<file path="config.mk">
export PLATFORM = sky130hd
export DESIGN_NAME = sound_chip_bus_word_sequencer_unit
export DESIGN_NICKNAME = d
export VERILOG_FILES = /design/src/rtl/scbws_pkg.sv /design/src/rtl/scbws_front.sv /design/src/rtl/scbws_queue.sv /design/src/rtl/scbws_back.sv /design/src/rtl/sound_chip_bus_word_sequencer_unit.sv
export SDC_FILE = /design/constraint.sdc
export NUM_CORES = 1
export LEC_CHECK = 0
export ABC_AREA = 0
export BUFFER_PORTS_ARGS = -buffer_cell sky130_fd_sc_hd__buf_4
export CORE_MARGIN = 2
export CORE_UTILIZATION = 35
export CTS_BUF_LIST = sky130_fd_sc_hd__clkbuf_16
export CTS_CLUSTER_SIZE = 14
export DETAILED_ROUTE_END_ITERATION = 10
export REMOVE_ABC_BUFFERS = 1
export SLEW_MARGIN = 20
export SYNTH_ARGS = -nofsm -noshare
export SYNTH_HDL_FRONTEND = slang
export SYNTH_HIERARCHICAL = 1
export SYNTH_SLANG_ARGS = --single-unit
</file>
<file path="constraint.sdc">
create_clock -name clk -period 6 [get_ports clk]
set_input_delay 0.3 -clock clk [delete_from_list [all_inputs] [get_ports clk]]
set_output_delay 0.3 -clock clk [all_outputs]
set_load 0.01 [all_outputs]
</file>
<file path="src/rtl/scbws_pkg.sv">
`timescale 1ns / 1ps
// Shared types and constants for the sound-chip bus word sequencer.
package scbws_pkg;

  localparam int WORD_BITS   = 16;
  localparam int QUEUE_DEPTH = 4;
  localparam int QPTR_BITS   = $clog2(QUEUE_DEPTH);
  localparam int QCNT_BITS   = $clog2(QUEUE_DEPTH + 1);
  localparam int IDX_BITS    = 4;   // up to ten words in one run

  // control word bits
  localparam logic [WORD_BITS-1:0] CW_RESET_LINES = 16'h0300;
  localparam logic [WORD_BITS-1:0] CW_DESELECT    = 16'h4C00;
  localparam logic [WORD_BITS-1:0] CW_SEL_SAA     = 16'h8000;
  localparam logic [WORD_BITS-1:0] CW_ENABLE      = 16'h4000;
  localparam logic [WORD_BITS-1:0] CW_SAVE        = 16'h2000;
  localparam logic [WORD_BITS-1:0] CW_BEEP        = 16'h1000;
  localparam logic [WORD_BITS-1:0] CW_SEL1        = 16'h0800;
  localparam logic [WORD_BITS-1:0] CW_SEL0        = 16'h0400;
  localparam logic [WORD_BITS-1:0] CW_BDIR        = 16'h0200;
  localparam logic [WORD_BITS-1:0] CW_BC1         = 16'h0100;

  localparam logic [7:0] DAC_ADDR_CTRL = 8'h07;
  localparam logic [7:0] DAC_CTRL_VAL  = 8'h80;
  localparam logic [7:0] DAC_ADDR_DATA = 8'h0F;
  localparam logic [7:0] DAC_BIAS_MSB  = 8'd128;
  localparam logic [7:0] DAC_MAX       = 8'd255;
  localparam logic [8:0] NOTHING_LATCHED = 9'h1FF;
  localparam logic [7:0] RAMP_STEP     = 8'd4;

  // register map (word index)
  localparam logic [1:0] REG_BUS_READY  = 2'd0;
  localparam logic [1:0] REG_DAC_ENABLE = 2'd1;
  localparam logic [1:0] REG_RAMP_TEST  = 2'd2;
  localparam logic [1:0] REG_DAC_DECIM  = 2'd3;

  typedef enum logic [2:0] {
    REQ_RESET  = 3'd0,
    REQ_ADDR   = 3'd1,
    REQ_DATA   = 3'd2,
    REQ_SAMPLE = 3'd3,
    REQ_STEP   = 3'd4
  } req_t;

  typedef struct packed {
    logic       bus_ready;
    logic       dac_enable;
    logic       ramp_test;
    logic [4:0] dac_decimation;
  } cfg_t;

  // one queued run: kind, image at its start, low-byte argument, select step
  typedef struct packed {
    req_t                 kind;
    logic [WORD_BITS-1:0] base;
    logic [7:0]           arg;
    logic [1:0]           step;
  } cmd_t;

endpackage

</file>
<file path="src/rtl/scbws_front.sv">
`timescale 1ns / 1ps
// Front end: accepts requests, updates the sequencer state and queues up to one run each.
module scbws_front (
  input  logic                clk,
  input  logic                rst_n,
  input  scbws_pkg::cfg_t     cfg,
  input  logic                in_valid,
  input  logic                queue_full,
  input  logic [2:0]          req_type,
  input  logic [7:0]          reg_number,
  input  logic [7:0]          data_byte,
  input  logic signed [15:0]  left_sample,
  input  logic signed [15:0]  right_sample,
  output logic                in_ready,
  output logic                push,
  output scbws_pkg::cmd_t     entry
);

  logic [scbws_pkg::WORD_BITS-1:0] image_r, image_nxt;
  logic [4:0] dcnt_r, dcnt_nxt;
  logic [8:0] last_dac_r, last_dac_nxt;
  logic [7:0] ramp_r, ramp_nxt;
  logic [1:0] step_r, step_nxt;

  logic                            accept;
  logic                            emit;
  scbws_pkg::req_t                 req;
  logic [4:0]                      dnext;
  logic [16:0]                     biased;
  logic [7:0]                      mix_val;
  logic [7:0]                      dac_val;
  logic [1:0]                      step_inc;
  logic [scbws_pkg::WORD_BITS-1:0] chip0_img;
  logic [scbws_pkg::WORD_BITS-1:0] chip1_img;
  logic [scbws_pkg::WORD_BITS-1:0] run_base;
  logic [7:0]                      run_arg;

  assign in_ready = !queue_full;
  assign accept   = in_valid && in_ready;
  assign req      = scbws_pkg::req_t'(req_type);

  // downmix: sum + 65536 always fits 17 bits, so >>9 never exceeds 255
  assign biased  = 17'({left_sample[15], left_sample} + {right_sample[15], right_sample})
                   + 17'h10000;
  assign mix_val = (biased[16:9] > scbws_pkg::DAC_MAX) ? scbws_pkg::DAC_MAX : biased[16:9];
  assign dnext   = dcnt_r + 5'd1;
  assign step_inc = step_r + 2'd1;

  assign chip0_img = (image_r | scbws_pkg::CW_SEL0) & ~scbws_pkg::CW_SEL1;
  assign chip1_img = ((image_r | scbws_pkg::CW_SEL1) & ~scbws_pkg::CW_SEL0)
                     & ~(scbws_pkg::CW_BDIR | scbws_pkg::CW_BC1);

  always_comb begin
    image_nxt    = image_r;
    dcnt_nxt     = dcnt_r;
    last_dac_nxt = last_dac_r;
    ramp_nxt     = ramp_r;
    step_nxt     = step_r;
    emit         = 1'b0;
    run_base     = image_r;
    run_arg      = 8'd0;
    dac_val      = mix_val;
    if (cfg.bus_ready) begin
      case (req)
        scbws_pkg::REQ_RESET: begin
          emit      = 1'b1;
          image_nxt = image_r | 16'hFF00;
        end
        scbws_pkg::REQ_ADDR: begin
          emit      = 1'b1;
          run_base  = chip0_img;
          run_arg   = {4'd0, reg_number[3:0]};
          image_nxt = chip0_img & ~(scbws_pkg::CW_BDIR | scbws_pkg::CW_BC1);
        end
        scbws_pkg::REQ_DATA: begin
          emit      = 1'b1;
          run_base  = chip0_img;
          run_arg   = data_byte;
          image_nxt = chip0_img & ~scbws_pkg::CW_BDIR;
        end
        scbws_pkg::REQ_SAMPLE: begin
          if (cfg.dac_enable) begin
            if (dnext < cfg.dac_decimation) begin
              dcnt_nxt = dnext;
            end else begin
              dcnt_nxt = 5'd0;
              if (cfg.ramp_test) begin
                ramp_nxt = ramp_r + scbws_pkg::RAMP_STEP;
                dac_val  = ramp_nxt;
              end
              if ({1'b0, dac_val} != last_dac_r) begin
                last_dac_nxt = {1'b0, dac_val};
                emit         = 1'b1;
                run_base     = chip1_img;
                run_arg      = dac_val;
                image_nxt    = chip1_img;
              end
            end
          end
        end
        scbws_pkg::REQ_STEP: begin
          emit      = 1'b1;
          step_nxt  = step_inc;
          image_nxt = (image_r & ~(scbws_pkg::CW_SEL0 | scbws_pkg::CW_SEL1))
                      | (step_inc[0] ? scbws_pkg::CW_SEL0 : '0)
                      | (step_inc[1] ? scbws_pkg::CW_SEL1 : '0);
          run_base  = image_nxt;
        end
        default: begin
        end
      endcase
    end
  end

  assign push       = accept && emit;
  assign entry.kind = req;
  assign entry.base = run_base;
  assign entry.arg  = run_arg;
  assign entry.step = step_nxt;

  always_ff @(posedge clk) begin
    if (!rst_n) begin
      image_r    <= '0;
      dcnt_r     <= '0;
      last_dac_r <= scbws_pkg::NOTHING_LATCHED;
      ramp_r     <= '0;
      step_r     <= '0;
    end else if (accept) begin
      image_r    <= image_nxt;
      dcnt_r     <= dcnt_nxt;
      last_dac_r <= last_dac_nxt;
      ramp_r     <= ramp_nxt;
      step_r     <= step_nxt;
    end
  end

endmodule

</file>
<file path="src/rtl/scbws_queue.sv">
`timescale 1ns / 1ps
// Short run queue between the front end and the word generator.
module scbws_queue (
  input  logic            clk,
  input  logic            rst_n,
  input  logic            push,
  input  scbws_pkg::cmd_t push_cmd,
  input  logic            pop,
  output scbws_pkg::cmd_t head,
  output logic            empty,
  output logic            full
);

  scbws_pkg::cmd_t                   slot_r [scbws_pkg::QUEUE_DEPTH];
  logic [scbws_pkg::QPTR_BITS-1:0]   wr_r, wr_nxt;
  logic [scbws_pkg::QPTR_BITS-1:0]   rd_r, rd_nxt;
  logic [scbws_pkg::QCNT_BITS-1:0]   cnt_r, cnt_nxt;

  assign empty = (cnt_r == '0);
  assign full  = (cnt_r == scbws_pkg::QCNT_BITS'(scbws_pkg::QUEUE_DEPTH));
  assign head  = slot_r[rd_r];

  always_comb begin
    wr_nxt  = push ? wr_r + 1'b1 : wr_r;
    rd_nxt  = pop  ? rd_r + 1'b1 : rd_r;
    cnt_nxt = cnt_r + scbws_pkg::QCNT_BITS'(push) - scbws_pkg::QCNT_BITS'(pop);
  end

  always_ff @(posedge clk) begin
    if (!rst_n) begin
      wr_r  <= '0;
      rd_r  <= '0;
      cnt_r <= '0;
    end else begin
      wr_r  <= wr_nxt;
      rd_r  <= rd_nxt;
      cnt_r <= cnt_nxt;
    end
  end

  always_ff @(posedge clk) begin
    if (push) begin
      slot_r[wr_r] <= push_cmd;
    end
  end

endmodule

</file>
<file path="src/rtl/scbws_back.sv">
`timescale 1ns / 1ps
// Back end: plays queued runs to the output register, one word per cycle unless stalled.
module scbws_back (
  input  logic                            clk,
  input  logic                            rst_n,
  input  scbws_pkg::cmd_t                 head,
  input  logic                            q_empty,
  output logic                            pop,
  output logic                            out_valid,
  input  logic                            out_ready,
  output logic [scbws_pkg::WORD_BITS-1:0] out_word,
  output logic                            out_last,
  output logic [1:0]                      out_step
);

  logic                                active_r, active_nxt;
  scbws_pkg::cmd_t                     cmd_r, cmd_nxt;
  logic [scbws_pkg::IDX_BITS-1:0]      idx_r, idx_nxt;
  logic                                valid_r, valid_nxt;
  logic [scbws_pkg::WORD_BITS-1:0]     word_r, word_nxt;
  logic                                last_r, last_nxt;
  logic [1:0]                          step_r, step_nxt;

  scbws_pkg::cmd_t                     cur;
  logic                                have;
  logic                                advance;
  logic [scbws_pkg::IDX_BITS-1:0]      run_len;
  logic [scbws_pkg::WORD_BITS-1:0]     word;
  logic [scbws_pkg::WORD_BITS-1:0]     b;
  logic [scbws_pkg::WORD_BITS-1:0]     a;
  logic                                is_last;

  assign cur     = active_r ? cmd_r : head;
  assign have    = active_r || !q_empty;
  assign advance = !valid_r || out_ready;
  assign pop     = advance && have && !active_r;
  assign b       = cur.base;
  assign a       = {8'd0, cur.arg};

  always_comb begin
    case (cur.kind)
      scbws_pkg::REQ_RESET:  run_len = 4'd4;
      scbws_pkg::REQ_ADDR:   run_len = 4'd2;
      scbws_pkg::REQ_DATA:   run_len = 4'd3;
      scbws_pkg::REQ_SAMPLE: run_len = 4'd10;
      scbws_pkg::REQ_STEP:   run_len = 4'd1;
      default:               run_len = 4'd1;
    endcase
  end

  assign is_last = (idx_r == run_len - 4'd1);

  always_comb begin
    word = b;
    case (cur.kind)
      scbws_pkg::REQ_RESET: begin
        case (idx_r)
          4'd0:    word = b | scbws_pkg::CW_RESET_LINES;
          4'd1:    word = b | scbws_pkg::CW_RESET_LINES | scbws_pkg::CW_DESELECT;
          4'd2:    word = (b | scbws_pkg::CW_RESET_LINES | scbws_pkg::CW_DESELECT)
                          & ~scbws_pkg::CW_ENABLE;
          default: word = b | 16'hFF00;
        endcase
      end
      scbws_pkg::REQ_ADDR: begin
        if (idx_r == 4'd0) begin
          word = b | scbws_pkg::CW_BDIR | scbws_pkg::CW_BC1 | a;
        end else begin
          word = (b & ~(scbws_pkg::CW_BDIR | scbws_pkg::CW_BC1)) | a;
        end
      end
      scbws_pkg::REQ_DATA: begin
        if (idx_r == 4'd1) begin
          word = b | scbws_pkg::CW_BDIR | a;
        end else begin
          word = (b & ~scbws_pkg::CW_BDIR) | a;
        end
      end
      scbws_pkg::REQ_SAMPLE: begin
        // address 7, control 0x80, address 15, then the DAC value
        case (idx_r)
          4'd0: word = b | scbws_pkg::CW_BDIR | scbws_pkg::CW_BC1
                       | {8'd0, scbws_pkg::DAC_ADDR_CTRL};
          4'd1: word = b | {8'd0, scbws_pkg::DAC_ADDR_CTRL};
          4'd2: word = b | {8'd0, scbws_pkg::DAC_CTRL_VAL};
          4'd3: word = b | scbws_pkg::CW_BDIR | {8'd0, scbws_pkg::DAC_CTRL_VAL};
          4'd4: word = b | {8'd0, scbws_pkg::DAC_CTRL_VAL};
          4'd5: word = b | scbws_pkg::CW_BDIR | scbws_pkg::CW_BC1
                       | {8'd0, scbws_pkg::DAC_ADDR_DATA};
          4'd6: word = b | {8'd0, scbws_pkg::DAC_ADDR_DATA};
          4'd8: word = b | scbws_pkg::CW_BDIR | a;
          default: word = b | a;
        endcase
      end
      default: word = b;
    endcase
  end

  always_comb begin
    active_nxt = active_r;
    cmd_nxt    = cmd_r;
    idx_nxt    = idx_r;
    valid_nxt  = valid_r;
    word_nxt   = word_r;
    last_nxt   = last_r;
    step_nxt   = step_r;
    if (advance) begin
      valid_nxt = have;
      if (have) begin
        word_nxt = word;
        last_nxt = is_last;
        step_nxt = cur.step;
        cmd_nxt  = cur;
        if (is_last) begin
          active_nxt = 1'b0;
          idx_nxt    = '0;
        end else begin
          active_nxt = 1'b1;
          idx_nxt    = idx_r + 4'd1;
        end
      end
    end
  end

  always_ff @(posedge clk) begin
    if (!rst_n) begin
      active_r <= 1'b0;
      idx_r    <= '0;
      valid_r  <= 1'b0;
    end else begin
      active_r <= active_nxt;
      idx_r    <= idx_nxt;
      valid_r  <= valid_nxt;
    end
  end

  always_ff @(posedge clk) begin
    cmd_r  <= cmd_nxt;
    word_r <= word_nxt;
    last_r <= last_nxt;
    step_r <= step_nxt;
  end

  assign out_valid = valid_r;
  assign out_word  = word_r;
  assign out_last  = last_r;
  assign out_step  = step_r;

endmodule

</file>
<file path="src/rtl/sound_chip_bus_word_sequencer_unit.sv">
`timescale 1ns / 1ps
// Top level: configuration registers, front end, run queue and word generator.
// First word of a run passes the run queue, then the output register, before it is on out_*.
// Throughput: one control word per cycle while out_tready does not stall it; a run is 1 to 10 words.
// Requests are taken every cycle while the four-entry run queue has room.
// rst_n (synchronous) empties the queue and output, restores register defaults
// and clears the control image, counters and ramp; the DAC value reads as unlatched.
module sound_chip_bus_word_sequencer_unit (
  input  logic        clk,
  input  logic        rst_n,
  input  logic        in_tvalid,
  output logic        in_tready,
  input  logic [47:0] in_tdata,   // reg_number, data_byte, left_sample, right_sample
  input  logic [2:0]  in_tuser,   // req_type
  output logic        out_tvalid,
  input  logic        out_tready,
  output logic [23:0] out_tdata,  // control_word, select_step, zero pad
  output logic        out_tlast,  // last_word
  input  logic        cfg_psel,
  input  logic        cfg_penable,
  input  logic        cfg_pwrite,
  input  logic [3:0]  cfg_paddr,
  input  logic [31:0] cfg_pwdata,
  output logic [31:0] cfg_prdata,
  output logic        cfg_pready
);

  scbws_pkg::cfg_t  cfg_r;
  scbws_pkg::cmd_t  push_cmd;
  scbws_pkg::cmd_t  head;
  logic             push;
  logic             pop;
  logic             q_empty;
  logic             q_full;
  logic             cfg_wr;
  logic [scbws_pkg::WORD_BITS-1:0] word;
  logic [1:0]       step;

  assign cfg_pready = 1'b1;
  assign cfg_wr     = cfg_psel && cfg_penable && cfg_pwrite && cfg_pready;

  always_ff @(posedge clk) begin
    if (!rst_n) begin
      cfg_r.bus_ready      <= 1'b0;
      cfg_r.dac_enable     <= 1'b1;
      cfg_r.ramp_test      <= 1'b0;
      cfg_r.dac_decimation <= 5'd4;
    end else if (cfg_wr) begin
      case (cfg_paddr[3:2])
        scbws_pkg::REG_BUS_READY:  cfg_r.bus_ready      <= cfg_pwdata[0];
        scbws_pkg::REG_DAC_ENABLE: cfg_r.dac_enable     <= cfg_pwdata[0];
        scbws_pkg::REG_RAMP_TEST:  cfg_r.ramp_test      <= cfg_pwdata[0];
        scbws_pkg::REG_DAC_DECIM:  cfg_r.dac_decimation <= cfg_pwdata[4:0];
        default: begin
        end
      endcase
    end
  end

  always_comb begin
    case (cfg_paddr[3:2])
      scbws_pkg::REG_BUS_READY:  cfg_prdata = {31'd0, cfg_r.bus_ready};
      scbws_pkg::REG_DAC_ENABLE: cfg_prdata = {31'd0, cfg_r.dac_enable};
      scbws_pkg::REG_RAMP_TEST:  cfg_prdata = {31'd0, cfg_r.ramp_test};
      scbws_pkg::REG_DAC_DECIM:  cfg_prdata = {27'd0, cfg_r.dac_decimation};
      default:                   cfg_prdata = '0;
    endcase
  end

  scbws_front u_front (
    .clk          (clk),
    .rst_n        (rst_n),
    .cfg          (cfg_r),
    .in_valid     (in_tvalid),
    .queue_full   (q_full),
    .req_type     (in_tuser),
    .reg_number   (in_tdata[7:0]),
    .data_byte    (in_tdata[15:8]),
    .left_sample  (in_tdata[31:16]),
    .right_sample (in_tdata[47:32]),
    .in_ready     (in_tready),
    .push         (push),
    .entry        (push_cmd)
  );

  scbws_queue u_queue (
    .clk      (clk),
    .rst_n    (rst_n),
    .push     (push),
    .push_cmd (push_cmd),
    .pop      (pop),
    .head     (head),
    .empty    (q_empty),
    .full     (q_full)
  );

  scbws_back u_back (
    .clk       (clk),
    .rst_n     (rst_n),
    .head      (head),
    .q_empty   (q_empty),
    .pop       (pop),
    .out_valid (out_tvalid),
    .out_ready (out_tready),
    .out_word  (word),
    .out_last  (out_tlast),
    .out_step  (step)
  );

  assign out_tdata = {6'd0, step, word};

endmodule

</file>
==> results by group, run 1 <==
Status
  – Status: completed

CTS
  – CTS Buffer Depth: 3
  – Clk slew on worst S/H paths: around 0.06 ns
  – Clk_lat worst skew: between 0.5 and 0.6 ns
  – # hold bufs at CTS: 0
  – Post-CTS Repair Setup Buffers: 0
  – # resized after CTS: 0
  – # clock sinks: roughly 210
  – Root Driver: clkbuf_16
  – CTS H-tree lvls: 1
  – CTS tree: yes
  – Num CTS Buffers: 23

Timing
  – Period utilisation layout: 73.6%
  – WHS: about 0.062 ns
  – Max_slew headroom: between 40 and 50%
  – RSZ-0062 raised after global routing: false
  – Count of pins over their slew limit: 0
  – Final TNS setup: 0 ns
  – Achievable clock frequency: approximately 0.23 GHz
  – Finish-stage setup viols: 0
  – Final setup margin: about 1.6 ns
  – Tightest Pin Transition: about 0.83 ns
  – Final hold viol count: 0
  – Clock period minus worst slack: 4.42 ns
  – Worst clock skew: 0.0241 ns

Final layout
  – Filler Cells Inserted: roughly 3100
  – Finished Cell Area: ~0.013 mm²
  – Multi-input gate area: 0.00493 mm²
  – N_diodes: 0
  – Layout cells sized above 1: roughly 22%
  – Synth-to-layout area growth: 14.1%
  – Final #Nets: roughly 1200
  – Sequential Area: a little under 0.006 mm²

Global routing
  – Grt met1 use: about 18%
  – Busiest grt layer: met2
  – GRT met2 Usage: a little under a quarter
  – Global Route met3 Usage: under 10%
  – GRT Residual Overflow: 0
  – Largest net degree at the start of global routing: 54
  – First-pass GRT wire length: between 30000 and 40000 µm
  – Initial antenna violation count: 0
  – Total global routing track utilization: a little over an eighth
  – Vias in the first global route: about 7200

Logic synthesis
  – Seq cells post-synth: 212
  – Yosys cell types: 94
  – Synthesized cell area: between 0.01 and 0.015 mm²
  – Avg Cell Area, Syn: about 12 µm²
  – Post-synth EDFFs: between 150 and 200
  – Post-synth top flop: edfxtp_1
  – Seq/Total Area, Yosys: about half
  – Synth Warn #: 6
  – Syn Inst Count: about 940
  – Async SR Flop Fraction: 0%

Setup path
  – CP dominant cell by count: ha_1
  – CP max-delay cell: or4_1
  – Required @ worst endpoint: 6.43 ns
  – CP startpoint kind: primary input
  – Largest fanout on the critical path: 7
  – Worst EP arrival: about 4.9 ns
  – Critical path class: in2reg
  – Cell Chain, Critical Path: buf_4 -> ha_1 -> ha_1 -> and4_4 -> a32o_1 -> o2111ai_1 -> a31oi_1 -> o31ai_1 -> xor2_1 -> or4_1 -> o21ai_1 -> a31oi_1 -> ha_1 -> fa_1 -> xor3_1 -> nor2_1
  – CP peak stage delay: 0.58 ns
  – Critical path endpoint category: flip-flop

Run
  – Max_cap viols: 0

Die
  – Die height: 184 µm
  – Placement row count: between 60 and 70
  – Core ar.: between 0.03 and 0.04 mm²
  – Top-Level Pins: 154
  – Initial core utilization: 35.3%
  – DIE WIDTH: between 150 and 200 µm
  – Die ar.: ~0.034 mm²

Place
  – GPL Wtd Cong: between 0.8 and 0.9
  – Area post-placement: about 0.012 mm²
  – Worst slack at placement: 1.04 ns
  – Buffers on Ports: 86
  – Post-DP HPWL: around 16000 µm

Routing
  – Drt via density: 4.97
  – Routed WL per cell: ~16 µm
  – Initial DRC count: 343
  – Post-route DRC violation count: 0
  – Antenna-violating nets left: 0
  – Drt first pass iters: 4
  – Routed WL: ~23000 µm
  – Vias: between 7000 and 8000

Pwr
  – P per Cell Area: 387 mW/mm²
  – Max VDD drop: 0.000265 V
  – Total power: 5.04 mW
  – Pleak: ~4.8 nW

Min path
  – Tightest Hold Check Type: in2reg
==> final timing paths <==
check	from	endpoint	slack, ns	cells after the start
hold reg to reg	cfg_r[1]$_SDFFE_PN0P_	cfg_r[1]$_SDFFE_PN0P_	0.47	2
setup reg to reg	cfg_r[5]$_SDFFE_PN0P_	u_queue/cnt_r[2]$_SDFF_PN0_	1.83	13
hold / removal	cfg_pwdata[1]	cfg_r[1]$_SDFFE_PN0P_	0.06	3
setup / recovery	in_tdata[20]	u_queue/cnt_r[2]$_SDFF_PN0_	1.58	16
==> routing by layer <==
metal  share of wire [%]  vias up  wire length, µm
met1                  47     3563            10800
li1                    -     3572                -
met5                   0        -                0
met3                 3.2       25              738
met2                  48      137            11000
met4                 1.3        0              304
==> power by group <==
group          switching [mW]  internal [mW]
sequential              0.134           1.90
clock                   0.562          0.869
combinational           0.875          0.699
total                    1.57           3.47
==> cells in the mapped netlist, types with 6 or more instances <==
cell / number / area [µm²]
mux2_2: 22 / 248
o22ai_1: 8 / 50.1
a21oi_1: 29 / 145
inv_1: 37 / 139
buf_4: 53 / 398
o21a_1: 10 / 75.1
ha_1: 48 / 601
edfxtp_1: 162 / 4860
nor2_1: 27 / 101
o21ai_0: 40 / 200
nand2b_1: 13 / 81.3
nor3b_1: 10 / 75.1
and2_1: 18 / 113
xnor2_1: 15 / 131
buf_2: 14 / 70.1
nand2_1: 69 / 259
nor2b_1: 18 / 113
and3_1: 12 / 75.1
o21ai_1: 6 / 30.0
mux2i_1: 16 / 160
a31oi_1: 13 / 81.3
a21boi_0: 6 / 45.0
a21o_1: 6 / 45.0
xor2_1: 11 / 96.3
dfxtp_1: 50 / 1000
or3_1: 7 / 43.8
nand3_1: 27 / 135
nor3_1: 14 / 70.1
o211ai_1: 7 / 52.6
clkbuf_1: 18 / 67.6
mux4_2: 29 / 653
==> cell families after synthesis <==
kind of cell	share of synthesized area, %
AO/OA/AOI/OAI	11.4
XOR/XNOR	2.21
buffers and inverters	6.62
adder cells (fa/ha/maj)	5.44
multiplexers	10.4
other	0.0988
flip-flops	51.4
AND/OR/NAND/NOR	12.4
==> sequential cells by signal, summed over array words and instances, names as in the netlist, named ones only <==
name,count
u_back/out_word,16
u_queue/slot_r,116
u_back/cmd_r,27
u_back/active_r,1
u_front/ramp_r,6
u_queue/rd_r,2
u_front/image_r,5
cfg_r,8
u_back/idx_r,4
u_front/dcnt_r,5
u_queue/wr_r,2
u_back/out_step,2
u_back/out_last,1
u_front/step_r,2
u_back/out_valid,1
u_front/last_dac_r,9
u_queue/cnt_r,3
==> critical path, delay by kind of cell <==
kind                     cells  cell delay (ns)
adder cells (fa/ha/maj)      4             1.36
AO/OA/AOI/OAI                6             1.72
XOR/XNOR                     2             0.49
buffers and inverters        1             0.11
AND/OR/NAND/NOR              3             0.86
==> stage by stage <==
step                      std cells  utilization [%]
after global routing           1467             40.3
final                          1467             40.3
after CTS                      1467             40.3
after floorplan                 885                -
after detailed placement       1425             37.9
after global placement         1425             37.9
==> layout by cell type, fill, tap and decap left out, types with 5 or more instances in the layout <==
cell	synthesis	routed
a21oi_1	29	29
nand2_1	69	69
conb_1	3	42
nor2b_1	18	18
buf_4	53	98
and3_1	12	12
o32ai_1	5	5
o21ai_1	6	6
a31oi_1	13	13
clkinv_1	0	7
nand3b_1	5	5
xnor2_1	15	15
dfxtp_1	50	47
o22ai_1	8	8
or3_1	7	7
ha_1	48	48
inv_1	37	41
nor3b_1	10	10
nand2b_1	13	13
nor3_1	14	14
nor2_1	27	27
xor2_1	11	11
o21a_1	10	10
o211ai_1	7	7
edfxtp_1	162	162
and2_1	18	18
nand4_1	5	5
o21ai_0	40	40
mux2i_1	16	16
mux4_2	29	29
a21boi_0	6	6
mux2_2	22	22
nand3_1	27	27
a21o_1	6	6
o31ai_1	5	5
clkbuf_16	0	23
==> cell type report <==
type | instances | share of cell area [%]
clock buffers | 23 | 4.42
clock inverters | 19 | 1.47
inverters | 41 | 1.18
multi-input cells | 632 | 37.9
flip-flops and latches | 212 | 45.1
well taps | 442 | 4.25
repair buffers | 98 | 5.65
Power figures use the tool's default switching activity.
==> run 2, diff against run 1 <==
Settings changed: ABC_AREA 0 to 1.
Clock period 6 ns to 4.2 ns, I/O delays scaled along.
==> results by group, run 2 <==
Logic synthesis
  – Synthesized cell area: 0.0120 mm² (+5.0%)
  – Seq/Total Area, Yosys: 49.0% (-2.5 points)
  – Cell taking the most area after synthesis: edfxtp_1
  – Post-synth top flop: edfxtp_1
  – Yosys cell types: 47 (-50%)
  – Async SR Flop Fraction: 0% (unchanged)
  – Top cells by area, synth: edfxtp_1 41%, nand2_1 10%, dfxtp_1 8.4%, inv_1 7.1%, ha_1 5.0%
  – Avg Cell Area, Syn: 8.68 µm² (-29%)
  – Syn Inst Count: 1380 (+47%)
  – Synth cell count leaders: 323 x nand2_1, 226 x inv_1, 162 x edfxtp_1
  – Seq cells post-synth: 212 (unchanged)
  – Synth Warn #: 6 (unchanged)
  – Top-count cell post-synth: nand2_1
  – Top cell type's share of synthesized area: 40.6% (-2.0 points)
  – Post-synth EDFFs: 162 (unchanged)

Routing
  – Initial DRC count: 503 (+47%)
  – Vias: 8935 (+22%)
  – Routed WL: 24800 µm (+8.5%)
  – Post-route DRC violation count: 0 (unchanged)
  – Routed WL per cell: 12.9 µm (-17%)
  – Drt first pass iters: 5 (+1)
  – Drt via density: 4.63 (-6.8%)
  – Antenna-violating nets left: 0 (unchanged)

Pwr
  – Max VDD drop: 0.000404 V (+52%)
  – P per Cell Area: 554 mW/mm² (+43%)
  – Pleak: 6.12 nW (+28%)
  – Total power: 7.54 mW (+50%)

Final layout
  – N_diodes: 0 (unchanged)
  – Synth-to-layout area growth: 13.7%
  – Final #Nets: 1610 (+40%)
  – Max reg flops: 116 (unchanged)
  – Commonest non-fill, non-tap cell in the layout: nand2_1
  – Post-layout util: 40.5% (+0.19 points)
  – Most frequent cells in the layout: 323 x nand2_1, 230 x inv_1, 162 x edfxtp_1, 104 x buf_4, 90 x nand3_1
  – Finished Cell Area: 0.0136 mm² (+4.6%)
  – Layout cells sized above 1: 14.3% (-7.5 points)
  – Top reg by flops: u_queue/slot_r

Setup path
  – Largest fanout on the critical path: 10 (+3)
  – Worst r2r src: u_front/dcnt_r[0]$_SDFFE_PN0P_
  – CP startpoint kind: flip-flop
  – CP Launch Point: u_front/dcnt_r[0]$_SDFFE_PN0P_
  – Critical path class: reg2reg
  – Required @ worst endpoint: 4.60 ns (-1.83 ns)
  – Worst setup path endpoint: u_queue/cnt_r[2]$_SDFF_PN0_
  – Critical path endpoint category: flip-flop
  – FF-to-FF path depth: 20 (+7)
  – Internal reg-to-reg setup slack: 0.92 ns (-0.91 ns)
  – Capturing point of the worst reg2reg path: u_queue/cnt_r[2]$_SDFF_PN0_
  – Worst EP arrival: 3.68 ns (-1.17 ns)

CTS
  – CTS H-tree lvls: 1 (unchanged)
  – # clock sinks: 212 (unchanged)
  – # resized after CTS: 0 (unchanged)
  – Clk_lat worst skew: 0.50 ns (about the same)
  – CTS Buffer Depth: 3 (unchanged)
  – CTS tree: yes
  – Clk slew on worst S/H paths: 0.06 ns (about the same)
  – Root Driver: clkbuf_16
  – Post-CTS Repair Setup Buffers: 0 (unchanged)
  – Num CTS Buffers: 23 (unchanged)

Timing
  – Finish-stage setup viols: 0 (unchanged)
  – WHS: 0.0252 ns (-0.0368 ns)
  – Clock period minus worst slack: 3.28 ns
  – Count of pins over their slew limit: 0 (unchanged)
  – Period utilisation layout: between 70% and 80%
  – Achievable clock frequency: ~0.30 GHz
  – Max_slew headroom: 32.4% (-12 points)
  – Tightest Pin Transition: 1.01 ns (+0.186 ns)
  – Worst clock skew: 0.0110 ns (-0.0131 ns)
  – Final hold viol count: 0 (unchanged)
  – RSZ-0062 raised after global routing: false

Global routing
  – Vias in the first global route: 8384 (+17%)
  – GRT Residual Overflow: 0 (unchanged)
  – First-pass GRT wire length: 40900 µm (+10%)
  – Initial antenna violation count: 0 (unchanged)
  – Total global routing track utilization: 13.9% (+0.30 points)
  – Largest net degree at the start of global routing: 71 (+31%)

Place
  – GPL Wtd Cong: 0.809 (-3.9%)
  – Buffers on Ports: 86 (unchanged)
  – Post-DP HPWL: 17800 µm (+14%)
  – Area post-placement: 0.0129 mm² (+5.0%)

Status
  – Status: completed

Die
  – Die height: 189 µm (+2.4%)
  – Initial core utilization: 35.6% (+0.31 points)
  – Die ar.: 0.0357 mm² (+4.9%)
  – DIE WIDTH: 189 µm (+2.4%)
  – Placement row count: 67 (+1.5%)
  – Core ar.: 0.0336 mm² (+4.1%)
  – Top-Level Pins: 154 (unchanged)

Run
  – Max_cap viols: 0 (unchanged)

Min path
  – Tightest Hold Check Type: in2reg
[run 2: changes by cell type after synthesis, sizes merged, moves of 24 or more]
cell | before | now
nor2 | 28 | 85
a21oi | 33 | 82
mux4 | 30 | 0
o21ai | 46 | 79
o211ai | 8 | 32
nand4 | 5 | 30
nand3 | 28 | 99
nand2 | 69 | 339
inv | 41 | 229
mux2 | 25 | 0
[run 2: logic make-up after synthesis]
| logic type | synth area share [%] |
|---|---|
| multiplexers | 0.167 |
| buffers and inverters | 12.3 |
| AO/OA/AOI/OAI | 10.8 |
| XOR/XNOR | 0.658 |
| flip-flops | 49.0 |
| other | 0.0940 |
| adder cells (fa/ha/maj) | 5.18 |
| AND/OR/NAND/NOR | 21.8 |
[run 2: area by class of cell]
type / count / area [µm²]
fillers: 3341 / 20000
flip-flops and latches: 212 / 5870
multi-input cells: 890 / 4780
inverters: 230 / 863
repair buffers: 110 / 841
clock buffers: 23 / 576
well taps: 448 / 561
clock inverters: 15 / 120
[run 2: timing repair]
item | 4_1_cts | 5_1_grt
hold buffers | 6 | 0
endpoints found under the setup margin | 0 | 0
hold endpoints to repair | 15 | 0
[run 2: worst min-delay path by stage]
stage / end / slack, ns / cells after the start / startpoint
finish: cfg_r[1]$_SDFFE_PN0P_ / 0.03 / 5 / cfg_pwdata[1]
global route: cfg_r[1]$_SDFFE_PN0P_ / 0.04 / 5 / cfg_pwdata[1]
CTS: cfg_r[4]$_SDFFE_PN0P_ / 0.009 / 5 / cfg_pwdata[4]
detailed placement: cfg_r[2]$_SDFFE_PN1P_ / 0.43 / 3 / cfg_pwdata[2]
global placement: cfg_r[2]$_SDFFE_PN1P_ / 0.43 / 3 / cfg_pwdata[2]
floorplan: u_front/last_dac_r[8]$_SDFFE_PN1P_ / 0.28 / 1 / rst_n
[run 2: metrics by stage]
| stage | setup TNS, ns | cells | setup slack (ns) |
|---|---|---|---|
| detailed placement | 0 | 1884 | 0.525 |
| finish | 0 | 1928 | 0.919 |
| global route | 0 | 1928 | 0.553 |
| global placement | 0 | 1884 | 0.569 |
| CTS | 0 | 1928 | 0.863 |
| floorplan | -0.393 | 1332 | -0.128 |
[run 2: metal layers]
layer	wire length (µm)	vias to the layer above	GRT usage, %
li1	-	4630	-
met1	11700	4080	19.0
met2	11500	193	23.5
met3	1140	32	1.87
met4	437	0	3.00
met5	0	-	0
[run 2: report_power, final]
group | switching, mW | total (mW) | internal (mW)
Combinational | 1.78 | 2.70 | 0.918
Clock | 0.786 | 1.89 | 1.11
Sequential | 0.207 | 2.95 | 2.74
[run 2: critical path: stages, from the launching register on]
cell	delay [ns]
dfxtp_1	0.40
ha_1	0.21
nand3_1	0.10
xnor2_1	0.21
ha_1	0.28
nand2_1	0.06
inv_1	0.05
o21ai_0	0.06
o2111ai_1	0.17
inv_1	0.18
nor2_2	0.04
buf_4	0.18
nand3_2	0.11
a21oi_1	0.07
buf_4	0.18
ha_1	0.22
fa_1	0.39
inv_1	0.08
nand3_1	0.08
nand2_1	0.06
nor2_1	0.04
==> run 3, diff against run 2 <==
Clock period 4.2 ns to 3.3 ns, I/O delays scaled along.
==> results by group, run 3 (synthesis gave the netlist of run 2 again) <==
Status
  – Status: completed

CTS
  – CTS H-tree lvls: 1 (unchanged)
  – Num CTS Buffers: 24 (+4.3%)
  – Root Driver: clkbuf_16
  – CTS tree: yes
  – Clk_lat worst skew: 0.53 ns (+0.03 ns)
  – # resized after CTS: 0 (unchanged)
  – CTS Buffer Depth: 3 (unchanged)
  – # clock sinks: 212 (unchanged)
  – Post-CTS Repair Setup Buffers: 0 (unchanged)
  – Clk slew on worst S/H paths: 0.06 ns (about the same)

Timing
  – Finish-stage setup viols: 0 (unchanged)
  – Count of pins over their slew limit: 0 (unchanged)
  – Max_slew headroom: 60.6% (+28 points)
  – Final TNS setup: 0 ns (unchanged)
  – Clock period minus worst slack: 3.02 ns (-0.260 ns)
  – Achievable clock frequency: 0.331 GHz (+8.6%)
  – Final hold viol count: 0 (unchanged)
  – Period utilisation layout: 91.5% (+13 points)
  – Worst clock skew: 0.0255 ns (+0.0145 ns)
  – WHS: 0.0404 ns (+0.0151 ns)
  – Tightest Pin Transition: 0.584 ns (-0.429 ns)
  – RSZ-0062 raised after global routing: false

Setup path
  – Critical path class: reg2reg
  – CP startpoint kind: flip-flop
  – Required @ worst endpoint: 3.51 ns (-1.09 ns)
  – Critical path endpoint category: flip-flop
  – Largest fanout on the critical path: 15 (+5)
  – Internal reg-to-reg setup slack: 0.28 ns (-0.64 ns)
  – Worst EP arrival: 3.23 ns (-0.45 ns)

Die
  – Top-Level Pins: 154 (unchanged)
  – Die ar.: 0.0357 mm² (unchanged)
  – Initial core utilization: 35.6% (unchanged)
  – Die height: 189 µm (unchanged)
  – DIE WIDTH: 189 µm (unchanged)
  – Core ar.: 0.0336 mm² (unchanged)
  – Placement row count: 67 (unchanged)

Place
  – Area post-placement: 0.0131 mm² (+1.9%)
  – Buffers on Ports: 86 (unchanged)
  – GPL Wtd Cong: 0.874 (+8.0%)
  – Post-DP HPWL: 18100 µm (+1.7%)

Global routing
  – Initial antenna violation count: 0 (unchanged)
  – Vias in the first global route: 8476 (+1.1%)
  – Total global routing track utilization: 14.1% (+0.18 points)
  – First-pass GRT wire length: 41400 µm (+1.1%)
  – GRT Residual Overflow: 0 (unchanged)
  – Largest net degree at the start of global routing: 49 (-31%)

Pwr
  – Total power: 9.99 mW (+32%)
  – Share of total power in the clock network: 27.1% (+2.0 points)
  – Combinational share of power: 36.0% (+0.3 points)
  – Pleak: 6.30 nW (+3.0%)
  – NetSw: 3.61 mW (+30%)
  – Net Sw Frac: 36.1% (-0.60 points)
  – Internal Power: 6.38 mW (+34%)
  – Flop pwr share: 36.9% (-2.2 points)
  – Max VDD drop: 0.000492 V (+22%)
  – P per Cell Area: 712 mW/mm² (+29%)

Routing
  – Routed WL: 25100 µm (+1.3%)
  – Post-route DRC violation count: 0 (unchanged)
  – Initial DRC count: 502 (-0.20%)
  – Drt via density: 4.60 (-0.65%)
  – Drt first pass iters: 4 (-1)
  – Vias: 9029 (+1.1%)
  – Routed WL per cell: 12.8 µm (-0.39%)
  – Antenna-violating nets left: 0 (unchanged)

Run
  – Max_cap viols: 0 (unchanged)

Final layout
  – Max reg flops: 116 (unchanged)
  – Multi-input gate area: 0.00478 mm² (unchanged)
  – Sequential Area: 0.00587 mm² (unchanged)
  – N_diodes: 0 (unchanged)
  – Layout cells sized above 1: 16.1% (+1.8 points)
  – Synth-to-layout area growth: 17.1%
  – Finished Cell Area: 0.0140 mm² (+3.0%)
  – Filler Cells Inserted: 3295 (-1.4%)
  – Final #Nets: 1638 (+1.7%)
  – Top reg by flops: u_queue/slot_r
  – Post-layout util: 41.7% (+1.2 points)
  – Most frequent cells in the layout: 323 x nand2_1, 227 x inv_1, 162 x edfxtp_1, 120 x buf_4, 90 x nand3_1
  – Commonest non-fill, non-tap cell in the layout: nand2_1

Min path
  – Tightest Hold Check Type: in2reg
==> run 3: cell types whose count changed in the layout (fill, tap and decap cells not counted), moves of 2 or more <==
cell,before,now
bufinv_16,2,4
clkinv_4,2,0
buf_4,104,120
dlygate4sd3_1,6,11
clkinvlp_4,0,2
inv_1,230,227
clkinv_2,1,6
buf_12,0,6
==> run 3: critical path: stages (launching register included) <==
cell and delay, ns:
dfxtp_1 0.40, ha_1 0.21, nand3_1 0.11, xnor2_1 0.17, ha_1 0.30, nand2_1 0.05, inv_1 0.06, o21ai_0 0.08
o2111ai_1 0.13, inv_1 0.15, nor2_2 0.14, nand3_2 0.12, a21oi_1 0.22, buf_4 0.18, nand2_1 0.05, inv_1 0.16
buf_12 0.19
==> run 3: repair_timing <==
item	in CTS	in global routing
setup endpoints to repair	0	0
hold buffers	11	0
endpoints found under the hold margin	18	0
==> run 3: final timing paths <==
check,endpoint,cells past startpoint,start
setup / recovery,u_queue/slot_r[0][22]$_DFFE_PP_,16,u_front/dcnt_r[0]$_SDFFE_PN0P_
hold / removal,cfg_r[7]$_SDFFE_PN0P_,4,cfg_paddr[2]
setup reg to reg,u_queue/slot_r[0][22]$_DFFE_PP_,16,u_front/dcnt_r[0]$_SDFFE_PN0P_
hold reg to reg,flip-flop,2,u_queue/rd_r[1]$_SDFFE_PN0P_
==> run 3: power groups by stage <==
| stage | sequential (mW) | combinational [mW] | clock (mW) |
|---|---|---|---|
| floorplan | 3.95 | 2.23 | 0 |
| global placement | 3.73 | 3.54 | 0 |
| detailed placement | 3.74 | 3.60 | 0 |
| CTS | 3.69 | 3.62 | 2.78 |
| global route | 3.73 | 4.09 | 2.90 |
| finish | 3.68 | 3.60 | 2.71 |
==> run 3: per-layer routing <==
| layer | global-route usage (%) | share of wire, % | vias up |
|---|---|---|---|
| li1 | - | - | 4697 |
| met5 | 0 | 0 | - |
| met1 | 18.9 | 47 | 4163 |
| met4 | 2.82 | 1.5 | 0 |
| met3 | 1.93 | 3.4 | 30 |
| met2 | 24.2 | 48 | 139 |
==> run 3: final cells by class <==
cell class                 instances  area share (%)
clock buffer                      24            4.28
clock inverter                    20            1.52
inverter                         230            6.16
multi-input combinational        890            34.1
sequential                       212            41.9
tap                              448            4.00
timing repair buffer             137            8.07
==> run 3: through the flow <==
stage	setup slack, ns	cells
CTS	0.224	1961
finish	0.280	1961
detailed placement	-0.168	1906
global route	0.00475	1961
floorplan	-1.03	1332
global placement	-0.111	1906
